===== src/rtl/core/ptgr_pkg.sv =====
// Package for the planar tile glyph rasterizer.
// Holds the item codes, field widths and screen constants. No dependencies.
`default_nettype none

package ptgr_pkg;

  // Item codes on the request channel.
  typedef enum logic {
    KIND_LOAD   = 1'b0,
    KIND_RENDER = 1'b1
  } kind_e;

  localparam int unsigned SCREEN_SIZE   = 256;
  localparam int unsigned PAL_DEPTH     = 16;
  localparam int unsigned PAL_AW        = $clog2(PAL_DEPTH);
  localparam int unsigned COLOR_W       = 16;
  localparam int unsigned PLANE_W       = 64;
  localparam int unsigned POS_W         = 10;
  localparam int unsigned CLIP_W        = 8;
  localparam int unsigned ATTR_W        = 3;
  localparam int unsigned PIX_W         = 8;
  localparam int unsigned GLYPH_PIXELS  = 64;
  localparam int unsigned CNT_W         = $clog2(GLYPH_PIXELS);

  // Bit positions inside the attribute and clip fields.
  localparam int unsigned ATTR_HFLIP    = 0;
  localparam int unsigned ATTR_VFLIP    = 1;
  localparam int unsigned ATTR_ZERO_OK  = 2;
  localparam int unsigned CLIP_SIDE_BIT = 7;

endpackage

`default_nettype wire


===== src/rtl/core/ptgr_req_if.sv =====
// Request channel of the glyph rasterizer: palette loads and glyph renders.
// Depends on ptgr_pkg for the field widths.
`default_nettype none

interface ptgr_req_if import ptgr_pkg::*; ();
  logic                      valid;
  logic                      ready;
  logic                      kind;
  logic [PAL_AW-1:0]         palette_slot;
  logic [COLOR_W-1:0]        palette_color;
  logic [PLANE_W-1:0]        plane_zero_rows;
  logic [PLANE_W-1:0]        plane_one_rows;
  logic [PLANE_W-1:0]        plane_two_rows;
  logic [PLANE_W-1:0]        plane_three_rows;
  logic signed [POS_W-1:0]   target_x;
  logic signed [POS_W-1:0]   target_y;
  logic [ATTR_W-1:0]         attributes;
  logic [CLIP_W-1:0]         row_clip;
  logic [CLIP_W-1:0]         column_clip;

  modport source (
    output valid, kind, palette_slot, palette_color, plane_zero_rows, plane_one_rows,
           plane_two_rows, plane_three_rows, target_x, target_y, attributes,
           row_clip, column_clip,
    input  ready
  );

  modport sink (
    input  valid, kind, palette_slot, palette_color, plane_zero_rows, plane_one_rows,
           plane_two_rows, plane_three_rows, target_x, target_y, attributes,
           row_clip, column_clip,
    output ready
  );
endinterface

`default_nettype wire


===== src/rtl/core/ptgr_pix_if.sv =====
// Pixel result channel of the glyph rasterizer.
// Depends on ptgr_pkg for the field widths.
`default_nettype none

interface ptgr_pix_if import ptgr_pkg::*; ();
  logic               valid;
  logic               ready;
  logic [PIX_W-1:0]   pixel_x;
  logic [PIX_W-1:0]   pixel_y;
  logic [COLOR_W-1:0] color;
  logic               write;
  logic               last;

  modport source (
    output valid, pixel_x, pixel_y, color, write, last,
    input  ready
  );

  modport sink (
    input  valid, pixel_x, pixel_y, color, write, last,
    output ready
  );
endinterface

`default_nettype wire


===== src/rtl/core/ptgr_ram.sv =====
// Generic simple dual-port RAM: one write port, one read port with registered data.
// A read at the address being written returns the old contents. No dependencies.
`default_nettype none

module ptgr_ram #(
  parameter int unsigned WIDTH = 16,
  parameter int unsigned DEPTH = 16
) (
  input  wire logic                     clk_i,
  input  wire logic                     we_i,
  input  wire logic [$clog2(DEPTH)-1:0] waddr_i,
  input  wire logic [WIDTH-1:0]         wdata_i,
  input  wire logic                     re_i,
  input  wire logic [$clog2(DEPTH)-1:0] raddr_i,
  output logic      [WIDTH-1:0]         rdata_o
);

  logic [WIDTH-1:0] mem_q [DEPTH];
  logic [WIDTH-1:0] rdata_q;

  always_ff @(posedge clk_i) begin
    if (we_i) begin
      mem_q[waddr_i] <= wdata_i;
    end
    if (re_i) begin
      rdata_q <= mem_q[raddr_i];
    end
  end

  assign rdata_o = rdata_q;

endmodule

`default_nettype wire


===== src/rtl/core/planar_tile_glyph_rasterizer.sv =====
// Top level of the planar tile glyph rasterizer: pixel walker, palette RAM, output stage.
// Depends on ptgr_pkg, ptgr_req_if, ptgr_pix_if and ptgr_ram.
//
//   Channel   Direction  Modport  Carries
//   req_i     in         sink     palette load or glyph render request
//   pix_o     out        source   one pixel of a glyph, row-major, last on pixel 64
//
// A render request gives 64 pixels, one per cycle while pix_o is not stalled; the rate is
// set by the pixel walker, which issues one palette RAM read per unstalled cycle.
// A palette load gives no pixel.
// The next request is taken in the cycle that issues the current glyph's last pixel.
// Acceptance sets busy_q, then the walker issues the first pixel; the palette read is registered.
// A stall on pix_o freezes the walker and the RAM read data; reset clears only control state.
`default_nettype none

module planar_tile_glyph_rasterizer import ptgr_pkg::*; (
  input  wire logic clk_i,
  input  wire logic rst_ni,
  ptgr_req_if.sink  req_i,
  ptgr_pix_if.source pix_o
);

  // Walker state.
  logic               busy_q, busy_d;
  logic [CNT_W-1:0]   cnt_q, cnt_d;
  logic [PLANE_W-1:0] plane0_q, plane1_q, plane2_q, plane3_q;
  logic [POS_W-1:0]   tx_q, ty_q;
  logic               hflip_q, vflip_q, zero_ok_q;
  logic [CLIP_W-1:0]  row_clip_q, col_clip_q;

  // Output stage.
  logic               pix_valid_q;
  logic [PIX_W-1:0]   pix_x_q, pix_y_q;
  logic               pix_write_q, pix_last_q;
  logic [COLOR_W-1:0] ram_rdata;

  logic advance, issue, req_fire, last_issue;
  logic is_render, is_load;

  assign advance    = !pix_valid_q || pix_o.ready;
  assign issue      = busy_q && advance;
  assign last_issue = issue && (cnt_q == {CNT_W{1'b1}});
  assign req_i.ready = !busy_q || last_issue;
  assign req_fire   = req_i.valid && req_i.ready;
  assign is_render  = (req_i.kind == KIND_RENDER);
  assign is_load    = (req_i.kind == KIND_LOAD);

  // Pixel address and colour index of the pixel being issued.
  logic [2:0]        row, col, src_row, src_bit;
  logic [CNT_W-1:0]  bit_idx;
  logic [PAL_AW-1:0] cidx;
  logic [POS_W:0]    sx, sy, row_line, col_line;
  logic              on_x, on_y, keep_x, keep_y, pix_write;

  always_comb begin
    row      = cnt_q[5:3];
    col      = cnt_q[2:0];
    src_row  = vflip_q ? ~row : row;
    src_bit  = hflip_q ? col : ~col;
    bit_idx  = {src_row, src_bit};
    cidx     = {plane3_q[bit_idx], plane2_q[bit_idx], plane1_q[bit_idx], plane0_q[bit_idx]};
    sx       = {tx_q[POS_W-1], tx_q} + {{(POS_W-2){1'b0}}, col};
    sy       = {ty_q[POS_W-1], ty_q} + {{(POS_W-2){1'b0}}, row};
    on_x     = !sx[POS_W] && (sx < (POS_W+1)'(SCREEN_SIZE));
    on_y     = !sy[POS_W] && (sy < (POS_W+1)'(SCREEN_SIZE));
    col_line = {{(POS_W-CLIP_W+1){1'b0}}, col_clip_q[CLIP_W-2:0], 1'b0};
    row_line = {{(POS_W-CLIP_W+1){1'b0}}, row_clip_q[CLIP_W-2:0], 1'b0};
    // Negative positions fail the screen test, so the unsigned compare is safe here.
    keep_x   = col_clip_q[CLIP_SIDE_BIT] ? (sx < col_line) : (sx >= col_line);
    keep_y   = row_clip_q[CLIP_SIDE_BIT] ? (sy < row_line) : (sy >= row_line);
    pix_write = on_x && on_y && keep_x && keep_y && ((cidx != '0) || zero_ok_q);
  end

  always_comb begin
    busy_d = busy_q;
    cnt_d  = cnt_q;
    if (issue) begin
      cnt_d = cnt_q + CNT_W'(1);
      if (last_issue) begin
        busy_d = 1'b0;
      end
    end
    if (req_fire && is_render) begin
      busy_d = 1'b1;
      cnt_d  = '0;
    end
  end

  always_ff @(posedge clk_i or negedge rst_ni) begin
    if (!rst_ni) begin
      busy_q      <= 1'b0;
      cnt_q       <= '0;
      pix_valid_q <= 1'b0;
    end else begin
      busy_q <= busy_d;
      cnt_q  <= cnt_d;
      if (advance) begin
        pix_valid_q <= issue;
      end
    end
  end

  always_ff @(posedge clk_i) begin
    if (req_fire && is_render) begin
      plane0_q   <= req_i.plane_zero_rows;
      plane1_q   <= req_i.plane_one_rows;
      plane2_q   <= req_i.plane_two_rows;
      plane3_q   <= req_i.plane_three_rows;
      tx_q       <= req_i.target_x;
      ty_q       <= req_i.target_y;
      hflip_q    <= req_i.attributes[ATTR_HFLIP];
      vflip_q    <= req_i.attributes[ATTR_VFLIP];
      zero_ok_q  <= req_i.attributes[ATTR_ZERO_OK];
      row_clip_q <= req_i.row_clip;
      col_clip_q <= req_i.column_clip;
    end
    if (issue) begin
      pix_x_q     <= sx[PIX_W-1:0];
      pix_y_q     <= sy[PIX_W-1:0];
      pix_write_q <= pix_write;
      pix_last_q  <= (cnt_q == {CNT_W{1'b1}});
    end
  end

  // The palette read is issued with the pixel and lands with the output stage.
  ptgr_ram #(
    .WIDTH(COLOR_W),
    .DEPTH(PAL_DEPTH)
  ) u_palette (
    .clk_i   (clk_i),
    .we_i    (req_fire && is_load),
    .waddr_i (req_i.palette_slot),
    .wdata_i (req_i.palette_color),
    .re_i    (issue),
    .raddr_i (cidx),
    .rdata_o (ram_rdata)
  );

  assign pix_o.valid   = pix_valid_q;
  assign pix_o.pixel_x = pix_x_q;
  assign pix_o.pixel_y = pix_y_q;
  assign pix_o.write   = pix_write_q;
  assign pix_o.last    = pix_last_q;
  assign pix_o.color   = pix_write_q ? ram_rdata : '0;

  // A render request starts the walker at the first pixel.
  a_render_starts: assert property (@(posedge clk_i) disable iff (!rst_ni)
    (req_fire && is_render) |=> (busy_q && cnt_q == '0))
    else $error("render request did not start the walker");

  // No request is taken while a glyph still has pixels to issue.
  a_interlock: assert property (@(posedge clk_i) disable iff (!rst_ni)
    (busy_q && !last_issue) |-> !req_i.ready)
    else $error("request accepted in the middle of a glyph");

  // Issuing the 64th pixel puts a valid last pixel in the output stage.
  a_last_lands: assert property (@(posedge clk_i) disable iff (!rst_ni)
    last_issue |=> (pix_valid_q && pix_last_q))
    else $error("last pixel missing after final issue");

  // The walker only goes idle after its final issue.
  a_idle_after_last: assert property (@(posedge clk_i) disable iff (!rst_ni)
    $fell(busy_q) |-> $past(last_issue))
    else $error("walker stopped before the last pixel");

endmodule

`default_nettype wire


===== src/flat_wrapper.sv =====
// flat-port wrapper written by rule: the top's interface ports become plain ports
module planar_tile_glyph_rasterizer_flat import ptgr_pkg::*;
  (clk_i, rst_ni, req_i_valid, req_i_kind, req_i_palette_slot, req_i_palette_color, req_i_plane_zero_rows, req_i_plane_one_rows, req_i_plane_two_rows, req_i_plane_three_rows, req_i_target_x, req_i_target_y, req_i_attributes, req_i_row_clip, req_i_column_clip, req_i_ready, pix_o_valid, pix_o_pixel_x, pix_o_pixel_y, pix_o_color, pix_o_write, pix_o_last, pix_o_ready);
  ptgr_req_if req_i_i ();
  ptgr_pix_if pix_o_i ();
  input  wire logic clk_i;
  input  wire logic rst_ni;
  input wire logic [$bits(req_i_i.valid)-1:0] req_i_valid;
  input wire logic [$bits(req_i_i.kind)-1:0] req_i_kind;
  input wire logic [$bits(req_i_i.palette_slot)-1:0] req_i_palette_slot;
  input wire logic [$bits(req_i_i.palette_color)-1:0] req_i_palette_color;
  input wire logic [$bits(req_i_i.plane_zero_rows)-1:0] req_i_plane_zero_rows;
  input wire logic [$bits(req_i_i.plane_one_rows)-1:0] req_i_plane_one_rows;
  input wire logic [$bits(req_i_i.plane_two_rows)-1:0] req_i_plane_two_rows;
  input wire logic [$bits(req_i_i.plane_three_rows)-1:0] req_i_plane_three_rows;
  input wire logic [$bits(req_i_i.target_x)-1:0] req_i_target_x;
  input wire logic [$bits(req_i_i.target_y)-1:0] req_i_target_y;
  input wire logic [$bits(req_i_i.attributes)-1:0] req_i_attributes;
  input wire logic [$bits(req_i_i.row_clip)-1:0] req_i_row_clip;
  input wire logic [$bits(req_i_i.column_clip)-1:0] req_i_column_clip;
  output wire logic [$bits(req_i_i.ready)-1:0] req_i_ready;
  output wire logic [$bits(pix_o_i.valid)-1:0] pix_o_valid;
  output wire logic [$bits(pix_o_i.pixel_x)-1:0] pix_o_pixel_x;
  output wire logic [$bits(pix_o_i.pixel_y)-1:0] pix_o_pixel_y;
  output wire logic [$bits(pix_o_i.color)-1:0] pix_o_color;
  output wire logic [$bits(pix_o_i.write)-1:0] pix_o_write;
  output wire logic [$bits(pix_o_i.last)-1:0] pix_o_last;
  input wire logic [$bits(pix_o_i.ready)-1:0] pix_o_ready;
  assign req_i_i.valid = req_i_valid;
  assign req_i_i.kind = req_i_kind;
  assign req_i_i.palette_slot = req_i_palette_slot;
  assign req_i_i.palette_color = req_i_palette_color;
  assign req_i_i.plane_zero_rows = req_i_plane_zero_rows;
  assign req_i_i.plane_one_rows = req_i_plane_one_rows;
  assign req_i_i.plane_two_rows = req_i_plane_two_rows;
  assign req_i_i.plane_three_rows = req_i_plane_three_rows;
  assign req_i_i.target_x = req_i_target_x;
  assign req_i_i.target_y = req_i_target_y;
  assign req_i_i.attributes = req_i_attributes;
  assign req_i_i.row_clip = req_i_row_clip;
  assign req_i_i.column_clip = req_i_column_clip;
  assign req_i_ready = req_i_i.ready;
  assign pix_o_valid = pix_o_i.valid;
  assign pix_o_pixel_x = pix_o_i.pixel_x;
  assign pix_o_pixel_y = pix_o_i.pixel_y;
  assign pix_o_color = pix_o_i.color;
  assign pix_o_write = pix_o_i.write;
  assign pix_o_last = pix_o_i.last;
  assign pix_o_i.ready = pix_o_ready;
  planar_tile_glyph_rasterizer u_core (.clk_i(clk_i), .rst_ni(rst_ni), .req_i(req_i_i), .pix_o(pix_o_i));
endmodule

===== config.mk =====
export PLATFORM = sky130hd
export DESIGN_NAME = planar_tile_glyph_rasterizer_flat
export DESIGN_NICKNAME = d
export VERILOG_FILES = /design/src/rtl/core/ptgr_pkg.sv /design/src/rtl/core/ptgr_req_if.sv /design/src/rtl/core/ptgr_pix_if.sv /design/src/rtl/core/ptgr_ram.sv /design/src/rtl/core/planar_tile_glyph_rasterizer.sv /design/src/flat_wrapper.sv
export SDC_FILE = /design/constraint.sdc
export NUM_CORES = 1
export LEC_CHECK = 0
export ABC_CLOCK_PERIOD_IN_PS = 15800
export BUFFER_PORTS_ARGS = -buffer_cell sky130_fd_sc_hd__buf_2
export CAP_MARGIN = 20
export CORE_MARGIN = 1
export CORE_UTILIZATION = 45
export DETAILED_ROUTE_END_ITERATION = 7
export HOLD_SLACK_MARGIN = 0.06
export MAX_ROUTING_LAYER = met4
export PLACE_DENSITY = 0.68
export SYNTH_ARGS = -nofsm -noshare
export SYNTH_HDL_FRONTEND = slang
export SYNTH_SLANG_ARGS = --single-unit

===== constraint.sdc =====
create_clock -name clk_i -period 15.8 [get_ports clk_i]
set_input_delay 1.58 -clock clk_i [delete_from_list [all_inputs] [get_ports clk_i]]
set_output_delay 1.58 -clock clk_i [all_outputs]
set_load 0.02 [all_outputs]

* Yosys cells after proc, flatten, opt, wreduce, memory -nomap -nowiden
Memories as Yosys holds them, arrays and structs flattened. A register that Yosys moved wholly into a read port is not among the register bits.
Cells that the tools add are included.
Widths: inputs -> output; s select.
** Operators by class
- Equal/unequal tests :: 1
- Multipliers :: 0
- Bitwise logic cells :: 3
- Add/subtract/negate cells :: 3
- $lt $le $gt $ge :: 7
- Reduce and logical (&&, ||, !) cells :: 22
- Muxes and demuxes :: 20
- Shift operators :: 0
- Divide/modulo/power cells :: 0
** Operators by type and width (number)
- $bmux 1 s6 :: 4
- $add 10x4->11 :: 2
- $ge 11x8->1 :: 2
- $lt 11x8->1 :: 2
- $lt 11x9->1 const B :: 2
- $mux 16 :: 1
- $mux 6 :: 2
- $logic_and 1x1->1 :: 11
- $mux 1 :: 11
- $lt 6x7->1 const B :: 1
- $add 6x1->6 const B :: 1
- $eq 6x6->1 const B :: 1
- $mux 3 :: 2
- $not 3->3 :: 2
- $logic_not 1->1 :: 4
- $reduce_bool 2->1 :: 2
- $reduce_bool 4->1 :: 1
- $logic_or 1x1->1 :: 3
- $reduce_and 2->1 :: 1
- $not 1->1 :: 1
** Storage, ports and cells
- Bits in writable memories :: 256
- Output and inout bits :: 36
- Bits in read-only memories :: 0
- Memories :: 1
- Bits in registers :: 321
- Latch bits :: 0
- Input port bits :: 320
** Memory list
- u_core.u_palette.mem_q :: words 16, width 16, read ports 1, clocked after Yosys merged registers in 1, write ports 1, RTL line ptgr_ram.sv:18 : logic [WIDTH-1:0] mem_q [DEPTH];

* Longest topological paths before layout
- Word-level depth :: 9
- Gate-level depth with buffers :: 17
- Depth with buffers taken out :: 15

* Hierarchy
Synthesis repeated with hierarchy kept, for this count alone.
** Unflattened totals
- Cell total of the unflattened synthesis :: 1372
- Area total of the unflattened synthesis :: 24091.9 µm²
** By module, submodules not included
- planar_tile_glyph_rasterizer :: cells an instance 940, times used 1, seq. area each 9599.2 µm², area each 13888.3 µm²
- ptgr_ram :: cells an instance 432, times used 1, seq. area each 8167.8 µm², area each 10203.5 µm²

* Worst setup path after synthesis
OpenSTA, ideal clock, no wires.
- Path type :: in2reg
- Start point :: in pix_o_ready
- End point :: reg u_core.col_clip_q[0], enable pin
- Stages :: 3
- Arrival :: 16.143 ns
- Data required time :: 14.740 ns
- Library setup time :: 1.060 ns
- Slack :: -1.403 ns
- Path through :: nand2b_1 nand2_1 a21oi_1
** On the way
- Longest elaborated chain between the ends :: 6
** Ends and longest elaborated chain
- start, declared :: RTL line flat_wrapper.sv:28 : input wire logic [$bits(pix_o_i.ready)-1:0] pix_o_ready;
- $logic_or 1x1->1 :: RTL line planar_tile_glyph_rasterizer.sv:40 : assign advance = !pix_valid_q || pix_o.ready;
- $logic_and 1x1->1 :: RTL line planar_tile_glyph_rasterizer.sv:41 : assign issue = busy_q && advance;
- $logic_and 1x1->1 :: RTL line planar_tile_glyph_rasterizer.sv:42 : assign last_issue = issue && (cnt_q == {CNT_W{1'b1}});
- $logic_or 1x1->1 :: RTL line planar_tile_glyph_rasterizer.sv:43 : assign req_i.ready = !busy_q || last_issue;
- $logic_and 1x1->1 :: RTL line planar_tile_glyph_rasterizer.sv:44 : assign req_fire = req_i.valid && req_i.ready;
- $logic_and 1x1->1 :: RTL line planar_tile_glyph_rasterizer.sv:104 : if (req_fire && is_render) begin
- end signal, assigned :: RTL line planar_tile_glyph_rasterizer.sv:115 : col_clip_q <= req_i.column_clip;
- end, declared :: RTL line planar_tile_glyph_rasterizer.sv:29 : logic [CLIP_W-1:0] row_clip_q, col_clip_q;
No other way between the ends.
A chain may end at the register's enable or synchronous reset.

* Final worst setup path
- Start point :: reg u_core.cnt_q[0]
- End point :: reg u_core.u_palette.rdata_q[6] (netlist: u_core.u_palette.rdata_o[6]) (read register of u_core.u_palette.mem_q), data pin
** On the way
- Longest elaborated chain between the ends :: 4
- Elaborated cells on any way between the ends :: 10
** Ends and longest elaborated chain
- start, declared :: RTL line planar_tile_glyph_rasterizer.sv:25 : logic [CNT_W-1:0] cnt_q, cnt_d;
- start signal, assigned :: RTL line planar_tile_glyph_rasterizer.sv:96 : cnt_q <= cnt_d;
- $not 3->3 :: RTL line planar_tile_glyph_rasterizer.sv:59 : src_bit = hflip_q ? col : ~col;
- $mux 3 * :: RTL line planar_tile_glyph_rasterizer.sv:59
- $bmux 1 s6 :: RTL line planar_tile_glyph_rasterizer.sv:61 : cidx = {plane3_q[bit_idx], plane2_q[bit_idx], plane1_q[bit_idx], plane0_q[bit_idx]};
- $mux 1 (not written as such) :: RTL line planar_tile_glyph_rasterizer.sv:61
- end, declared :: RTL line ptgr_ram.sv:19 : logic [WIDTH-1:0] rdata_q;
Every way passes the cells marked *; elsewhere a longest branch is shown, timed or not. The select of a mux whose other input is x is not followed.

==> impl_metrics.yaml <==
yosys:
  synth.largest_area_cell: "edfxtp_1"
  synth-seq-area-share_pct: 71.3
  synthFlopType: "edfxtp_1"
  synthTopCellsByCount: "edfxtp_1 (585), mux2i_1 (216), nand2_1 (76)"
  synthArstFlopShare_pct: 1.35
  yosysWarnings: 0
  syn_nets: 1736
  yosysMostFrequentCell: "edfxtp_1"
  syn-instance-count: 1393
  ys_ff_latch: 593
  ys_types: 62
  synth_enable_flop_cells: 585
  netlist_area_sq_um: 24900
  netlist.area_leader.share_pct: 70.5
  avgSynthCellArea_sq_um: 17.9
  synth_area_leaders: "edfxtp_1 (70%), mux2i_1 (8.7%), mux4_2 (5.4%), nand2_1 (1.1%), a22oi_1 (1.1%)"
sta:
  setup_viol: 0
  hold_viol: 0
  setup_ws_ns: 10.68
  period_minus_slack_ns: 5.12
  rsz0062_at_grt: "false"
  fmaxAchievable_mhz: 195
  fin_crit_sh_pct: 32.4
  finalSetupTns_ns: 0
  relSlewSlack_pct: 20.3
  finalClockSkew_ns: 0.0226
  tightestPinTransition_ns: 1.20
  slew_violations: 0
critical_path:
  crit_buf_inv: 2
  arrival_ns: 5.48
  cpLargestDelayFamily: "buffers and inverters"
  end_kind: "register"
  crit_start: "u_core.cnt_q[0]"
  crit_type: "register to register"
  worstReg2RegStart: "u_core.cnt_q[0]"
  cp_max_fo: 65
  slowest_delay_ns: 0.89
  slowest_stage: "buf_4"
  cp-start-kind: "register"
  cp_cell_sequence: "buf_4, nand2b_1, nor3_1, a2111o_1, o21ai_1, a2111oi_0, a41o_4, buf_4, mux2i_1, mux2i_1, a22oi_2, nand2_1"
  crit_required_ns: 16.17
floorplanning:
  ios: 356
  coreArea_sq_um: 54200
  chipWidth_microns: 237
  initial_core_util_pct: 46.0
  rows: 85
  dieArea_sq_um: 56300
  dieHeight_microns: 237
cells_and_area:
  synthToLayoutAreaGrowth_pct: 19.2
  n_fill_cell: 4220
  nNetsFinal: 2121
  final_util_pct: 54.8
  drive_gt1_share_pct: 32.9
cts:
  clock_sinks: 593
  cts-resized-gates: 0
  cts_hold_buf: 0
  postCtsSetupBuffers: 0
  cts-root-buf: "clkbuf_16"
  cts_htree_levels: 2
  cts_tree: "yes"
  cts_buffers: 60
  cts_max_path_buffers: 3
  clk_pin_slew_ns: 0.06
  clk_latency_ns: 0.63
placed_design:
  pre_cts_slack_ns: 10.67
  port-buffer-count: 355
  post-dp-hpwl_microns: 37900
  gp_congestion: 0.827
status:
  status: "finished clean"
route:
  wl_per_cell_microns: 22.8
  vias: 14100
  drtPass1Iterations: 7
  drt_iter0_drc: 1002
  drt_wl_total_microns: 57900
  route.detailed.drc: 0
  viasPerCell: 5.56
  ant_nets: 0
global_routing:
  antenna_found_initial: 16
  grt_overflow_total: 0
  grt_pass1_wl_microns: 85500
  grt_max_degree: 207
  gr-usage-all-layers_pct: 21.1
  grt_pass1_vias: 14400
min_path:
  hold_start: "u_core.pix_o.valid"
  min_path_type: "register to register"
pwr:
  p_leak_nw: 10.9
  p_total_w: 0.00519
  ir_worst_vdd_mv: 0.149
  power_density_nw_per_um2: 175
flow_run:
  cap_violations: 0
[registers in the layout (all words and copies together), names as in the netlist, 6 cells and up]
register and flops:
u_core.pix_o.pixel_y 8, u_core.cnt_q 6, u_core.ty_q 10, u_core.plane2_q 64
u_core.row_clip_q 8, u_core.plane1_q 64, u_core.tx_q 10, u_core.pix_o.pixel_x 8
u_core.col_clip_q 8, u_core.u_palette.rdata_o 16, u_core.u_palette.mem_q 256, u_core.plane0_q 64
u_core.plane3_q 64
[worst paths after layout]
kind                                                to  cells after the start  slack [ns]
min reg2reg                         u_core.pix_o.valid                      2        0.54
min                                 u_core.pix_o.valid                      2        0.54
min in group asynchronous           u_core.pix_o.valid                      1        0.81
max reg2reg                u_core.u_palette.rdata_o[6]                     12       10.68
max                        u_core.u_palette.rdata_o[6]                     12       10.68
max in group asynchronous              u_core.cnt_q[0]                      1       14.79
[placed cells by master, fill, tap and decap left out, types with 10 or more instances in the layout]
cell type  count
nand2b_1      14
mux2_2        11
nor2_2        14
buf_4         33
a22oi_2       11
mux2i_1      216
ha_1          21
o22ai_1       16
clkinv_2      12
o21ai_0       27
mux4_1        10
diode_2       16
a22oi_1       35
nor2_1        24
nand2_1       76
and2_1        19
a21oi_1       13
mux4_2        60
bufinv_16     12
buf_2        355
and3_1        10
xor2_1        10
edfxtp_1     585
clkbuf_16     60
xnor2_1       11
nand3_1       14
inv_1         18
[cell type report]
type                       instances  area (sq um)  share of cell area [%]
antenna                           16          40.0                   0.135
inverter                          18          67.6                   0.227
tap                              696           871                    2.93
sequential                       593         17800                    59.8
multi-input combinational        709          6700                    22.5
clock buffer                      69          1540                    5.17
timing repair buffer             396          2200                    7.39
clock inverter                    40           536                    1.80
[worst min-delay path: cells and delay by family, from the launching register on]
kind	cells	cell delay, ns
DFF	1	0.35
and+or+nand+nor	2	0.16
[cells by family (layout without fill, tap and decap cells)]
logic type	Yosys count	after routing	synth area share [%]
other	0	16	0
xor gates and xnor gates	23	23	0.838
AOI/OAI and AO/OA	154	154	4.47
adders and majority gates	23	23	1.21
buffers and inverters	91	523	2.45
muxes	297	297	15.6
DFF	593	593	71.3
and+or+nand+nor	212	212	4.12
[power by group]
part / total (W) / switching [W] / internal [W]
Combinational: 0.00185 / 0.00102 / 0.000832
Sequential: 0.00185 / 0.0000364 / 0.00181
Clock: 0.00149 / 0.000592 / 0.000893
[stage by stage]
stage | hold WS (ns) | instances | cell area [sq um]
final | 0.541 | 2537 | 29700
after global routing | 0.586 | 2537 | 29700
after CTS | 0.550 | 2519 | 29600
after detailed placement | 0.527 | 2410 | 27600
after global placement | 0.519 | 2405 | 27500
after floorplan | 0.491 | 1393 | 24900
[metal layers]
metal  track usage, %  vias to the layer above  wire length (microns)
met5                -                        -                      0
met4             7.70                        0                   1730
met3             4.91                      111                   4080
met2             34.2                      547                  28500
met1             25.9                     7074                  23600
li1                 -                     6378                      -
Note: power is estimated with default switching activity, not from simulation.
